**src/ttpc_pkg.sv**
```systemverilog
// ----------------------------------------------------------------------------
// ttpc_pkg
// Shared types and constants for the tap tempo phase clock: opcodes,
// register indexes, reset values and the controller/datapath interface.
// ----------------------------------------------------------------------------
package ttpc_pkg;

    // Divider width: holds clock_speed * 600 and 2^PHASE_BITS
    localparam int DIV_W     = 34;
    localparam int DIV_CNT_W = 6;

    // Opcodes
    localparam logic [2:0] OP_TICK    = 3'd0;
    localparam logic [2:0] OP_TAP     = 3'd1;
    localparam logic [2:0] OP_SYNC    = 3'd2;
    localparam logic [2:0] OP_SET_BPM = 3'd3;
    localparam logic [2:0] OP_SET_DIV = 3'd4;

    // Configuration register indexes
    localparam logic [2:0] CFG_CLOCK_SPEED = 3'd0;
    localparam logic [2:0] CFG_SUB_SHIFT   = 3'd1;
    localparam logic [2:0] CFG_MIN_INTV    = 3'd2;
    localparam logic [2:0] CFG_MAX_INTV    = 3'd3;
    localparam logic [2:0] CFG_WRAP_THR    = 3'd4;
    localparam logic [2:0] CFG_EXT_SYNC    = 3'd5;

    // Configuration reset values
    localparam logic [23:0] RST_CLOCK_SPEED = 24'd48000;
    localparam logic [4:0]  RST_SUB_SHIFT   = 5'd2;
    localparam logic [31:0] RST_MIN_INTV    = 32'd4800;
    localparam logic [31:0] RST_MAX_INTV    = 32'd480000;
    localparam logic [31:0] RST_WRAP_THR    = 32'hF000_0000;

    // Tempo scale: beats per minute times ten, per beat per second
    localparam logic [9:0] TEMPO_SCALE = 10'd600;

    // Controller to datapath commands
    typedef struct packed {
        logic accept;      // input request taken this cycle
        logic cfg_we;      // configuration write this cycle
        logic start_div2;  // second division of a tempo set
        logic load_step;   // load the phase step from the quotient
        logic load_out;    // capture a result into the output register
    } ttpc_cmd_t;

    // Datapath to controller status
    typedef struct packed {
        logic need_div;    // current input request needs a division
        logic div_done;    // divider finished
        logic bpm_stage1;  // division in flight is ticks-per-beat
        logic quo_zero;    // quotient is zero
    } ttpc_status_t;

endpackage

```
**src/tap_tempo_phase_clock.sv**
```systemverilog
// ----------------------------------------------------------------------------
// tap_tempo_phase_clock
// Tick, sync reset and set divisor requests: result registered on acceptance
//   if the output is free, one request per cycle sustained without out_stall.
// Tap with a new tempo: one 34-step division, set bpm10: two 34-step
//   divisions, in the shared bit-serial divider, then readout READ1, READ2.
// A configuration write holds off input requests through CFG1 and CFG2.
// Reset (rst_n, asynchronous) restores register defaults and clears state.
// ----------------------------------------------------------------------------
module tap_tempo_phase_clock #(
    parameter int PHASE_BITS = 32
) (
    input  logic                  clk,
    input  logic                  rst_n,
    // input requests
    input  logic                  in_valid,
    output logic                  in_stall,
    input  logic [2:0]            opcode,
    input  logic [31:0]           value,
    // results
    output logic                  out_valid,
    input  logic                  out_stall,
    output logic [PHASE_BITS-1:0] phase,
    output logic                  beat_pulse,
    output logic                  subclock_pulse,
    output logic [31:0]           tick_count,
    output logic [15:0]           tempo_bpm10,
    output logic                  tap_accepted,
    // configuration writes
    input  logic                  cfg_valid,
    output logic                  cfg_ready,
    input  logic [2:0]            cfg_index,
    input  logic [31:0]           cfg_data
);

    ttpc_pkg::ttpc_cmd_t    cmd;
    ttpc_pkg::ttpc_status_t status;

    ttpc_ctrl u_ctrl (
        .clk       (clk),
        .rst_n     (rst_n),
        .in_valid  (in_valid),
        .in_stall  (in_stall),
        .cfg_valid (cfg_valid),
        .cfg_ready (cfg_ready),
        .out_valid (out_valid),
        .out_stall (out_stall),
        .cmd       (cmd),
        .status    (status)
    );

    ttpc_datapath #(
        .PHASE_BITS (PHASE_BITS)
    ) u_datapath (
        .clk            (clk),
        .rst_n          (rst_n),
        .cmd            (cmd),
        .status         (status),
        .opcode         (opcode),
        .value          (value),
        .cfg_index      (cfg_index),
        .cfg_data       (cfg_data),
        .phase          (phase),
        .beat_pulse     (beat_pulse),
        .subclock_pulse (subclock_pulse),
        .tick_count     (tick_count),
        .tempo_bpm10    (tempo_bpm10),
        .tap_accepted   (tap_accepted)
    );

endmodule

```
**src/ttpc_div.sv**
```systemverilog
// ----------------------------------------------------------------------------
// ttpc_div
// Restoring unsigned divider, one quotient bit per cycle. done pulses for
// one cycle when the quotient is ready, which holds until the next start.
// ----------------------------------------------------------------------------
module ttpc_div (
    input  logic                         clk,
    input  logic                         rst_n,
    input  logic                         start,
    input  logic [ttpc_pkg::DIV_W-1:0]   dividend,
    input  logic [ttpc_pkg::DIV_W-1:0]   divisor,
    output logic                         done,
    output logic [ttpc_pkg::DIV_W-1:0]   quotient
);

    localparam int DW = ttpc_pkg::DIV_W;
    localparam int CW = ttpc_pkg::DIV_CNT_W;

    logic [DW-1:0] rem_reg;
    logic [DW-1:0] quo_reg;
    logic [DW-1:0] den_reg;
    logic [CW-1:0] cnt_reg;
    logic          done_reg;

    logic [DW:0]   rem_shift;
    logic [DW:0]   diff;
    logic          q_bit;

    // One restoring step
    always_comb
    begin
        rem_shift = {rem_reg, quo_reg[DW-1]};
        diff      = rem_shift - {1'b0, den_reg};
        q_bit     = ~diff[DW];
    end

    // Step counter and done pulse
    always_ff @(posedge clk or negedge rst_n)
    begin
        if (!rst_n)
        begin
            cnt_reg  <= '0;
            done_reg <= 1'b0;
        end
        else
        begin
            done_reg <= (cnt_reg == CW'(1));
            if (start)
            begin
                cnt_reg <= CW'(DW);
            end
            else if (cnt_reg != '0)
            begin
                cnt_reg <= cnt_reg - CW'(1);
            end
        end
    end

    // Remainder and quotient shift registers
    always_ff @(posedge clk)
    begin
        if (start)
        begin
            rem_reg <= '0;
            quo_reg <= dividend;
            den_reg <= divisor;
        end
        else if (cnt_reg != '0)
        begin
            rem_reg <= q_bit ? diff[DW-1:0] : rem_shift[DW-1:0];
            quo_reg <= {quo_reg[DW-2:0], q_bit};
        end
    end

    assign done     = done_reg;
    assign quotient = quo_reg;

endmodule

```
**src/ttpc_datapath.sv**
```systemverilog
// ----------------------------------------------------------------------------
// ttpc_datapath
// Phase accumulator, subclock counter, tap interval logic, configuration
// registers, tempo readout pipeline, divider and output register.
// ----------------------------------------------------------------------------
module ttpc_datapath #(
    parameter int PHASE_BITS = 32
) (
    input  logic                   clk,
    input  logic                   rst_n,
    input  ttpc_pkg::ttpc_cmd_t    cmd,
    output ttpc_pkg::ttpc_status_t status,
    input  logic [2:0]             opcode,
    input  logic [31:0]            value,
    input  logic [2:0]             cfg_index,
    input  logic [31:0]            cfg_data,
    output logic [PHASE_BITS-1:0]  phase,
    output logic                   beat_pulse,
    output logic                   subclock_pulse,
    output logic [31:0]            tick_count,
    output logic [15:0]            tempo_bpm10,
    output logic                   tap_accepted
);

    localparam int DW = ttpc_pkg::DIV_W;
    localparam int TW = PHASE_BITS + 24;     // step * clock_speed
    localparam int SW = TW + 10;             // times the tempo scale
    localparam logic [DW-1:0] PHASE_ONE = DW'(1) << PHASE_BITS;

    // Configuration registers
    logic [23:0] cs_reg;
    logic [4:0]  shift_reg;
    logic [31:0] min_reg;
    logic [31:0] max_reg;
    logic [31:0] wrap_reg;
    logic        ext_reg;

    // Clock state
    logic [PHASE_BITS-1:0] phase_reg,     phase_next;
    logic [PHASE_BITS-1:0] step_reg,      step_next;
    logic                  beat_reg,      beat_next;
    logic                  sub_reg,       sub_next;
    logic [15:0]           sub_count_reg, sub_count_next;
    logic [15:0]           sub_div_reg,   sub_div_next;
    logic                  pending_reg,   pending_next;
    logic [31:0]           ticks_reg,     ticks_next;
    logic [31:0]           last_tap_reg,  last_tap_next;
    logic                  armed_reg,     armed_next;
    logic                  tap_acc_reg,   tap_acc_next;
    logic                  op_tap_reg,    op_tap_next;
    logic                  bpm_s1_reg,    bpm_s1_next;

    // Tempo readout pipeline
    logic [TW-1:0] t_reg;
    logic [15:0]   tempo_reg;
    logic [SW-1:0] t_scaled;
    logic [33:0]   tempo_full;

    // Output register
    logic [PHASE_BITS-1:0] phase_out_reg;
    logic                  beat_out_reg;
    logic                  sub_out_reg;
    logic [31:0]           ticks_out_reg;
    logic [15:0]           tempo_out_reg;
    logic                  tap_out_reg;

    // Working signals
    logic                  sync_ok;
    logic [31:0]           interval;
    logic                  in_range;
    logic [PHASE_BITS-1:0] phase_sum;
    logic                  wrap_beat;
    logic [PHASE_BITS-1:0] prev_shift;
    logic [PHASE_BITS-1:0] cur_shift;
    logic [15:0]           cnt_inc;
    logic                  sub_hit;
    logic                  pend_tick;
    logic                  need_div;

    // Divider
    logic          div_start;
    logic [DW-1:0] div_dividend;
    logic [DW-1:0] div_divisor;
    logic          div_done;
    logic [DW-1:0] quotient;
    logic [DW-1:0] cs_scaled;
    logic [PHASE_BITS-1:0] step_sat;

    ttpc_div u_div (
        .clk      (clk),
        .rst_n    (rst_n),
        .start    (div_start),
        .dividend (div_dividend),
        .divisor  (div_divisor),
        .done     (div_done),
        .quotient (quotient)
    );

    // Shared terms for the item logic
    always_comb
    begin
        sync_ok    = ~(ext_reg && (32'(phase_reg) > wrap_reg));
        interval   = value - last_tap_reg;
        in_range   = ~((interval < min_reg) || (interval > max_reg));
        phase_sum  = phase_reg + step_reg;
        wrap_beat  = phase_reg > phase_sum;
        prev_shift = phase_reg << shift_reg;
        cur_shift  = phase_sum << shift_reg;
        cnt_inc    = (prev_shift > cur_shift) ? (sub_count_reg + 16'd1) : sub_count_reg;
        sub_hit    = cnt_inc >= sub_div_reg;
        pend_tick  = pending_reg | sub_hit;
        need_div   = ((opcode == ttpc_pkg::OP_TAP) && armed_reg && in_range
                      && (interval != '0))
                   || ((opcode == ttpc_pkg::OP_SET_BPM) && (value != '0));
        step_sat   = (|quotient[DW-1:PHASE_BITS]) ? '1 : quotient[PHASE_BITS-1:0];
    end

    // Next state per item
    always_comb
    begin
        phase_next     = phase_reg;
        step_next      = step_reg;
        beat_next      = beat_reg;
        sub_next       = sub_reg;
        sub_count_next = sub_count_reg;
        sub_div_next   = sub_div_reg;
        pending_next   = pending_reg;
        ticks_next     = ticks_reg;
        last_tap_next  = last_tap_reg;
        armed_next     = armed_reg;
        tap_acc_next   = tap_acc_reg;
        op_tap_next    = op_tap_reg;
        bpm_s1_next    = bpm_s1_reg;

        if (cmd.accept)
        begin
            tap_acc_next = 1'b0;
            op_tap_next  = (opcode == ttpc_pkg::OP_TAP);
            bpm_s1_next  = (opcode == ttpc_pkg::OP_SET_BPM);
            case (opcode)
                ttpc_pkg::OP_TICK:
                begin
                    phase_next     = phase_sum;
                    beat_next      = wrap_beat;
                    sub_next       = sub_hit;
                    ticks_next     = ticks_reg + 32'd1;
                    sub_count_next = sub_hit ? 16'd0 : cnt_inc;
                    pending_next   = pend_tick;
                    // resync the subclock on the main beat
                    if (pend_tick && wrap_beat)
                    begin
                        sub_count_next = 16'd0;
                        pending_next   = 1'b0;
                    end
                end
                ttpc_pkg::OP_TAP:
                begin
                    if (!armed_reg)
                    begin
                        last_tap_next = value;
                        armed_next    = 1'b1;
                    end
                    else if (!in_range)
                    begin
                        armed_next = 1'b0;
                    end
                    else
                    begin
                        last_tap_next = value;
                        if (sync_ok)
                        begin
                            phase_next   = '0;
                            beat_next    = 1'b1;
                            pending_next = 1'b0;
                        end
                    end
                end
                ttpc_pkg::OP_SYNC:
                begin
                    if (sync_ok)
                    begin
                        phase_next   = '0;
                        beat_next    = 1'b1;
                        pending_next = 1'b0;
                    end
                end
                ttpc_pkg::OP_SET_DIV:
                begin
                    sub_div_next = (|value[31:16]) ? 16'hFFFF : value[15:0];
                    pending_next = 1'b1;
                    if (ext_reg && sync_ok)
                    begin
                        phase_next   = '0;
                        beat_next    = 1'b1;
                        pending_next = 1'b0;
                    end
                end
                default:
                begin
                end
            endcase
        end

        if (cmd.start_div2)
        begin
            bpm_s1_next = 1'b0;
        end

        if (cmd.load_step)
        begin
            step_next    = step_sat;
            tap_acc_next = op_tap_reg;
        end
    end

    // Divider operand select
    always_comb
    begin
        cs_scaled    = DW'(cs_reg) * DW'(ttpc_pkg::TEMPO_SCALE);
        div_start    = (cmd.accept && need_div) || cmd.start_div2;
        div_dividend = (cmd.accept && (opcode == ttpc_pkg::OP_SET_BPM)) ? cs_scaled : PHASE_ONE;
        if (cmd.start_div2)
        begin
            div_divisor = quotient;
        end
        else if (opcode == ttpc_pkg::OP_SET_BPM)
        begin
            div_divisor = DW'(value);
        end
        else
        begin
            div_divisor = DW'(interval);
        end
    end

    // Tempo readout: (step * clock_speed * 600) >> PHASE_BITS, saturated
    always_comb
    begin
        t_scaled   = SW'(t_reg) * SW'(ttpc_pkg::TEMPO_SCALE);
        tempo_full = t_scaled[SW-1:PHASE_BITS];
    end

    // Configuration and clock state registers
    always_ff @(posedge clk or negedge rst_n)
    begin
        if (!rst_n)
        begin
            cs_reg        <= ttpc_pkg::RST_CLOCK_SPEED;
            shift_reg     <= ttpc_pkg::RST_SUB_SHIFT;
            min_reg       <= ttpc_pkg::RST_MIN_INTV;
            max_reg       <= ttpc_pkg::RST_MAX_INTV;
            wrap_reg      <= ttpc_pkg::RST_WRAP_THR;
            ext_reg       <= 1'b0;
            phase_reg     <= '0;
            step_reg      <= '0;
            beat_reg      <= 1'b0;
            sub_reg       <= 1'b0;
            sub_count_reg <= '0;
            sub_div_reg   <= 16'd1;
            pending_reg   <= 1'b0;
            ticks_reg     <= '0;
            last_tap_reg  <= '0;
            armed_reg     <= 1'b0;
            tap_acc_reg   <= 1'b0;
            op_tap_reg    <= 1'b0;
            bpm_s1_reg    <= 1'b0;
            t_reg         <= '0;
            tempo_reg     <= '0;
        end
        else
        begin
            if (cmd.cfg_we)
            begin
                case (cfg_index)
                    ttpc_pkg::CFG_CLOCK_SPEED: cs_reg    <= cfg_data[23:0];
                    ttpc_pkg::CFG_SUB_SHIFT:   shift_reg <= cfg_data[4:0];
                    ttpc_pkg::CFG_MIN_INTV:    min_reg   <= cfg_data;
                    ttpc_pkg::CFG_MAX_INTV:    max_reg   <= cfg_data;
                    ttpc_pkg::CFG_WRAP_THR:    wrap_reg  <= cfg_data;
                    ttpc_pkg::CFG_EXT_SYNC:    ext_reg   <= cfg_data[0];
                    default:
                    begin
                    end
                endcase
            end
            phase_reg     <= phase_next;
            step_reg      <= step_next;
            beat_reg      <= beat_next;
            sub_reg       <= sub_next;
            sub_count_reg <= sub_count_next;
            sub_div_reg   <= sub_div_next;
            pending_reg   <= pending_next;
            ticks_reg     <= ticks_next;
            last_tap_reg  <= last_tap_next;
            armed_reg     <= armed_next;
            tap_acc_reg   <= tap_acc_next;
            op_tap_reg    <= op_tap_next;
            bpm_s1_reg    <= bpm_s1_next;
            // free-running readout, registered in t_reg then tempo_reg
            t_reg         <= TW'(step_reg) * TW'(cs_reg);
            tempo_reg     <= (|tempo_full[33:16]) ? 16'hFFFF : tempo_full[15:0];
        end
    end

    // Output register, loaded from the post-item state
    always_ff @(posedge clk)
    begin
        if (cmd.load_out)
        begin
            phase_out_reg <= phase_next;
            beat_out_reg  <= beat_next;
            sub_out_reg   <= sub_next;
            ticks_out_reg <= ticks_next;
            tempo_out_reg <= tempo_reg;
            tap_out_reg   <= tap_acc_next;
        end
    end

    always_comb
    begin
        status.need_div   = need_div;
        status.div_done   = div_done;
        status.bpm_stage1 = bpm_s1_reg;
        status.quo_zero   = (quotient == '0);
    end

    assign phase          = phase_out_reg;
    assign beat_pulse     = beat_out_reg;
    assign subclock_pulse = sub_out_reg;
    assign tick_count     = ticks_out_reg;
    assign tempo_bpm10    = tempo_out_reg;
    assign tap_accepted   = tap_out_reg;

endmodule

```
**src/ttpc_ctrl.sv**
```systemverilog
// ----------------------------------------------------------------------------
// ttpc_ctrl
// Sequencer for the tap tempo clock: input and configuration handshakes,
// divider sequencing, readout settling and output register control.
// ----------------------------------------------------------------------------
module ttpc_ctrl (
    input  logic                   clk,
    input  logic                   rst_n,
    input  logic                   in_valid,
    output logic                   in_stall,
    input  logic                   cfg_valid,
    output logic                   cfg_ready,
    output logic                   out_valid,
    input  logic                   out_stall,
    output ttpc_pkg::ttpc_cmd_t    cmd,
    input  ttpc_pkg::ttpc_status_t status
);

    typedef enum logic [2:0] {
        ST_IDLE,
        ST_DIV1,
        ST_DIV2,
        ST_READ1,
        ST_READ2,
        ST_CFG1,
        ST_CFG2,
        ST_HOLD
    } state_t;

    state_t state_reg, state_next;
    logic   out_valid_reg, out_valid_next;
    logic   idle;
    logic   out_free;

    // Handshakes, commands and next state
    always_comb
    begin
        idle       = (state_reg == ST_IDLE);
        out_free   = ~out_valid_reg | ~out_stall;
        in_stall   = ~idle | cfg_valid;
        cfg_ready  = idle;
        cmd        = '0;
        cmd.cfg_we = cfg_valid & idle;
        cmd.accept = in_valid & idle & ~cfg_valid;
        state_next = state_reg;

        case (state_reg)
            ST_IDLE:
            begin
                if (cmd.cfg_we)
                begin
                    state_next = ST_CFG1;
                end
                else if (cmd.accept)
                begin
                    if (status.need_div)
                    begin
                        state_next = ST_DIV1;
                    end
                    else if (out_free)
                    begin
                        cmd.load_out = 1'b1;
                    end
                    else
                    begin
                        state_next = ST_HOLD;
                    end
                end
            end
            ST_DIV1:
            begin
                if (status.div_done)
                begin
                    if (status.bpm_stage1)
                    begin
                        // ticks per beat of zero leaves the tempo alone
                        if (status.quo_zero)
                        begin
                            state_next = ST_HOLD;
                        end
                        else
                        begin
                            cmd.start_div2 = 1'b1;
                            state_next     = ST_DIV2;
                        end
                    end
                    else
                    begin
                        cmd.load_step = 1'b1;
                        state_next    = ST_READ1;
                    end
                end
            end
            ST_DIV2:
            begin
                if (status.div_done)
                begin
                    cmd.load_step = 1'b1;
                    state_next    = ST_READ1;
                end
            end
            ST_READ1: state_next = ST_READ2;
            ST_READ2: state_next = ST_HOLD;
            ST_CFG1:  state_next = ST_CFG2;
            ST_CFG2:  state_next = ST_IDLE;
            ST_HOLD:
            begin
                if (out_free)
                begin
                    cmd.load_out = 1'b1;
                    state_next   = ST_IDLE;
                end
            end
            default:  state_next = ST_IDLE;
        endcase

        out_valid_next = cmd.load_out | (out_valid_reg & out_stall);
    end

    // State and output valid
    always_ff @(posedge clk or negedge rst_n)
    begin
        if (!rst_n)
        begin
            state_reg     <= ST_IDLE;
            out_valid_reg <= 1'b0;
        end
        else
        begin
            state_reg     <= state_next;
            out_valid_reg <= out_valid_next;
        end
    end

    assign out_valid = out_valid_reg;

endmodule

```
**config.mk**
```make
export PLATFORM = sky130hd
export DESIGN_NAME = tap_tempo_phase_clock
export DESIGN_NICKNAME = d
export VERILOG_FILES = /design/src/ttpc_pkg.sv /design/src/tap_tempo_phase_clock.sv /design/src/ttpc_div.sv /design/src/ttpc_datapath.sv /design/src/ttpc_ctrl.sv
export SDC_FILE = /design/constraint.sdc
export NUM_CORES = 2
export LEC_CHECK = 0
export ABC_AREA = 1
export CAP_MARGIN = 20
export CORE_ASPECT_RATIO = 0.7
export CORE_MARGIN = 2
export CORE_UTILIZATION = 67
export DETAILED_ROUTE_END_ITERATION = 12
export DONT_BUFFER_PORTS = 1
export GPL_TIMING_DRIVEN = 0
export PLACE_DENSITY = 0.93
export SYNTH_ARGS = -nofsm -noshare
export SYNTH_HDL_FRONTEND = slang
export SYNTH_SLANG_ARGS = --single-unit
export TNS_END_PERCENT = 10
```
**constraint.sdc**
```tcl
create_clock -name clk -period 8.7 [get_ports clk]
set_input_delay 0.87 -clock clk [delete_from_list [all_inputs] [get_ports clk]]
set_output_delay 0.87 -clock clk [all_outputs]
set_load 0.02 [all_outputs]
```
# Word-level counts from Yosys, hierarchy flattened
# Index checks and enable logic that the tools add are counted.
classes:
  reduce_logical: 37
  n_bitwise: 15
  n_shift: 2
  magnitude_cmp: 6
  eq_ne: 25
  add_sub_neg: 6
  mul: 3
  muxes: 66
ops:
  columns: ["operator", "n"]
  rows:
  - ["$mux 32", 11]
  - ["$mux 34", 5]
  - ["$gt 32x32->1", 4]
  - ["$pmux 32 s4", 1]
  - ["$mux 16", 5]
  - ["$reduce_bool 32->1", 2]
  - ["$shl 32x5->32", 2]
  - ["$mul 56x7->63 const B", 1]
  - ["$mul 32x24->56", 1]
  - ["$sub 35x34->35", 1]
  - ["$logic_not 34->1", 1]
  - ["$add 32x1->32 const B", 1]
  - ["$add 32x32->32", 1]
  - ["$lt 32x32->1", 1]
  - ["$sub 32x32->32", 1]
  - ["$mul 24x7->31 const B", 1]
  - ["$mux 1", 27]
  - ["$mux 3", 9]
  - ["$pmux 3 s8", 1]
  - ["$eq 3x3->1 const B", 7]
  - ["$eq 3x2->1 const B", 6]
  - ["$reduce_and 2->1", 9]
  - ["$reduce_or 18->1", 1]
  - ["$add 16x1->16 const B", 1]
  - ["other kinds (26)", 60]
word_totals:
  wordCells: 194
  output_inout_bits: 86
  reg_bits: 561

# Longest topological paths before layout
logic_depth:
  ltp_word: 12
  mapped_depth: 46
  depth_no_buf: 44

# Cells and area by module
# From an unflattened synthesis, not the netlist that was laid out.
unflattened:
  hier_cells: 10373
  hier_area_um2: 75272.2
modules_own_cells:
  columns: ["module", "seq_area_each_um2", "cells_each", "instances", "area_per_inst_um2"]
  rows:
  - ["ttpc_datapath", 11656.2, 9297, 1, 67842.6]
  - ["ttpc_div", 2897.8, 1015, 1, 7046.8]
  - ["ttpc_ctrl", 100.1, 61, 1, 382.9]

# Least setup slack after synthesis
# No wires, ideal clock.
synth_timing:
  path_type: "input to register"
  start: "in out_stall"
  end: "reg u_datapath.beat_out_reg, in the netlist u_datapath.beat_pulse (enable)"
  setup_ns: 0.639
  arrival_time_ns: 6.824
  n_path_buf: 0
  path_slack_ns: 1.237
  required_ns: 8.061
  cell_stages: 3
  path_cell_list: "nand2_1 > inv_1 > o21ai_0"
synth_lines:
  columns: ["element", "line", "text"]
  rows:
  - ["start: declaration", "tap_tempo_phase_clock.sv:22", "input logic out_stall,"]
  - ["end signal: assignment", "ttpc_datapath.sv:311", "beat_out_reg <= beat_next;"]
  - ["end: declaration", "ttpc_datapath.sv:61", "logic beat_out_reg;"]

# Worst setup path in the final report
layout_timing:
  start: "reg u_datapath.step_reg[19]"
  end: "reg u_datapath.t_reg[53]"
layout_between:
  elab_chain_cells: 1
layout_rtl:
  columns: ["element", "line", "text"]
  rows:
  - ["start: declaration", "ttpc_datapath.sv:40", "logic [PHASE_BITS-1:0] step_reg, step_next;"]
  - ["start signal: assignment", "ttpc_datapath.sv:287", "step_reg <= step_next;"]
  - ["$mul 32x24->56", "ttpc_datapath.sv:300", "t_reg <= TW'(step_reg) * TW'(cs_reg);"]
  - ["end signal: assignment", "ttpc_datapath.sv:300", null]
  - ["end: declaration", "ttpc_datapath.sv:54", "logic [TW-1:0] t_reg;"]
# No other way between the ends.
# A chain may end at the register's enable or synchronous reset.

==> reports/results.tsv <==
metric	value	unit
violated checks	negative setup slack	
area added between synthesis and finish	5.71	%
clock tree root buffer cell	clkbuf_16	
chip height	280	um
routed via count	69600	
worst slew margin relative to its limit	11.8	%
setup violation total in the final timing report	1	
worst hold slack across all endpoints	36.6	ps
total DRC errors in the routed layout	0	
share of layout cells above drive strength 1	3.41	%
antenna violations before repair	19	
global route overflow	0	
nature of the critical path endpoint	register	
worst-margin pin slew	1320	ps
number of buffers created by CTS	57	
primary flip-flop cell chosen by synthesis mapping	dfrtp_1	
Post-Synthesis Mean Instance Area	7.60	sq um
Synthesis Warnings	0	
final critical path time including I/O delays and setup	8840	ps
global router's overall resource usage	48.2	%
most common cell after layout, fill and taps aside	nand2_1	
die extent in x	398	um
final worst-path cycle share	102	%
starting utilization of the core area	67.3	%
number of search-and-repair iterations in the first detailed-routing pass	13	
number of flip-flops in the largest register	64	
DRT iter0 DRCs	10300	
cell count after synthesis	9578	
placer's final routability congestion estimate	1.09	
commonest cells after routing, fill and taps aside	2315 x nand2_1, 2036 x inv_1, 802 x fa_1	
reg-to-reg setup timing slack	-140	ps
#FFs+latches synth	561	
critical path launch point type	register	
TritonCTS clock tree	built	
Max clock buf depth	3	
first-pass GRT wire length	403000	um
Critical Setup Path Class	reg -> reg	
cell area after technology mapping	72700	sq um
clock latency of the later-clocked register in the worst-skew pair	700	ps
via density per instance	6.24	
number of different library cells in the post-synthesis netlist	61	
Final nets	11200	
path category of the worst min-delay check	in -> async	
net count after synthesis	11200	
critical path required time	9240	ps
result of the run	complete, but fails checks	
area inside the core boundary	108000	sq um
clock transition at the registers of the reported paths	70	ps
pin count of the biggest net entering global routing	377	
antenna violation net count after detailed routing	0	
CP max FO	10	
final-report hold violation count	0	
share of flip-flops with an asynchronous set or reset	67.0	%
data arrival at the endpoint of the critical path	9380	ps
Max Fclk	113	MHz
number of pins exceeding their max-slew limit in the final report	0	
placed wire-length estimate	220000	um
number of enable flip-flop cells after synthesis	151	
floorplan die area	111000	sq um
part of the Yosys area used for sequential elements	20.1	%
fill count	8667	
via count of the first global-routing pass	66500	
routed length per placed instance	24.4	um
post-layout worst setup margin	-138	ps
site row count	101	
CTS sink cnt	561	
post-CTS setup buffer count	0	
# port buffers	0	
htree depth	2	
# IOs	161	
Setup Skew	45.1	ps
overall routed net length	272000	um
Max-cap violations	0	
-- final timing paths --
path / from / endpoint / depth (start not counted)
max: u_datapath.step_reg[19] / u_datapath.t_reg[53] / 24
min: rst_n / u_datapath.max_reg[16] / 0
max reg2reg: u_datapath.step_reg[19] / u_datapath.t_reg[53] / 24
min reg2reg: u_datapath.tempo_reg[5] / u_datapath.tempo_bpm10[5] / 0
max in group asynchronous: rst_n / u_datapath.last_tap_reg[28] / 1
min in group clk: cfg_data[8] / u_datapath.max_reg[8] / 2
-- cell type report --
type                            count  area, sq um  share of cell area [%]
Timing Repair Buffer               12          196                   0.255
Sequential cell                   561        14700                    19.1
Clock buffer                       73         1580                    2.05
Buffer                            367         1510                    1.96
Antenna cell                       16         40.0                  0.0521
Clock inverter                     35          404                   0.526
Inverter                         2050         7690                    10.0
Tap cell                         1442         1800                    2.35
Multi-Input combinational cell   6600        49000                    63.7
-- per-stage QoR --
step / setup WS, ps / utilization [%] / std cells / setup TNS (ps) / area [sq um]
6_report: -138 / 71.2 / 11200 / -138 / 76900
5_1_grt: -161 / 71.1 / 11100 / -182 / 76900
4_1_cts: 53.6 / 70.9 / 11100 / 0 / 76600
3_5_place_dp: -524 / 69.1 / 11000 / -6100 / 74600
3_3_place_gp: -1610 / 69.0 / 11000 / -137090 / 74600
2_1_floorplan: 1240 / - / 9578 / 0 / 72700
-- timing repair --
action | 4_1_cts | 5_1_grt
endpoints found under the setup margin | 19 | 25
hold endpoints to repair | 352 | 175
resized for setup | 5 | 131
-- synth_stat cells, types with 36 or more instances --
library cell  count  share of area, %
o21ai_0         537               3.7
a21oi_2          36              0.43
edfxtp_1        151               6.2
o211ai_1         52              0.54
clkbuf_1        320               1.7
nand4_1         115              0.99
ha_1            721                12
dfrtp_1         352                12
inv_1          2036                11
nor2_1          558               2.9
a31oi_1          49              0.42
xor2_1          126               1.5
xnor2_1          63              0.76
nand3_1         376               2.6
a21oi_1         447               3.1
nand2_1        2316                12
nor3_1           74              0.51
fa_1            802                22
-- cells by family after synthesis --
family                     synth area share [%]
muxes                                     0.681
xor gates and xnor gates                   2.28
AOI/OAI and AO/OA                          9.95
and+or+nand+nor                            19.9
DFF                                        20.1
adders and majority gates                  34.5
buffers and inverters                      12.6
-- metal layers --
metal  wire length (um)  part of all wire, %  up-vias  global-route usage [%]
li1                   -                    -    30000                       -
met1             105000                   39    33100                    66.7
met2             103000                   38     5508                    63.8
met3              49300                   18     1010                    24.2
met4              13100                  4.8       44                    17.9
met5               1300                 0.48        -                    5.53
-- critical path, stage by stage (launching register included) --
cell             delay (ps)
dfrtp_1                 500
clkdlybuf4s15_1         870
clkbuf_2                490
nand2_1                 150
fa_1                    440
inv_1                   340
fa_1                    490
inv_1                    80
fa_1                    440
fa_1                    790
fa_1                    500
fa_1                    490
inv_1                    50
fa_1                    770
ha_1                    400
a21o_1                  230
a31oi_1                 180
o21ai_0                 160
a21oi_1                 180
nand3_1                 220
nand2_1                 120
nand3_1                 120
a21boi_0                380
o21bai_1                130
xor2_1                  160
Power is not shown: default switching activity piles up to over one toggle a cycle in this logic, so the estimate is an artifact.
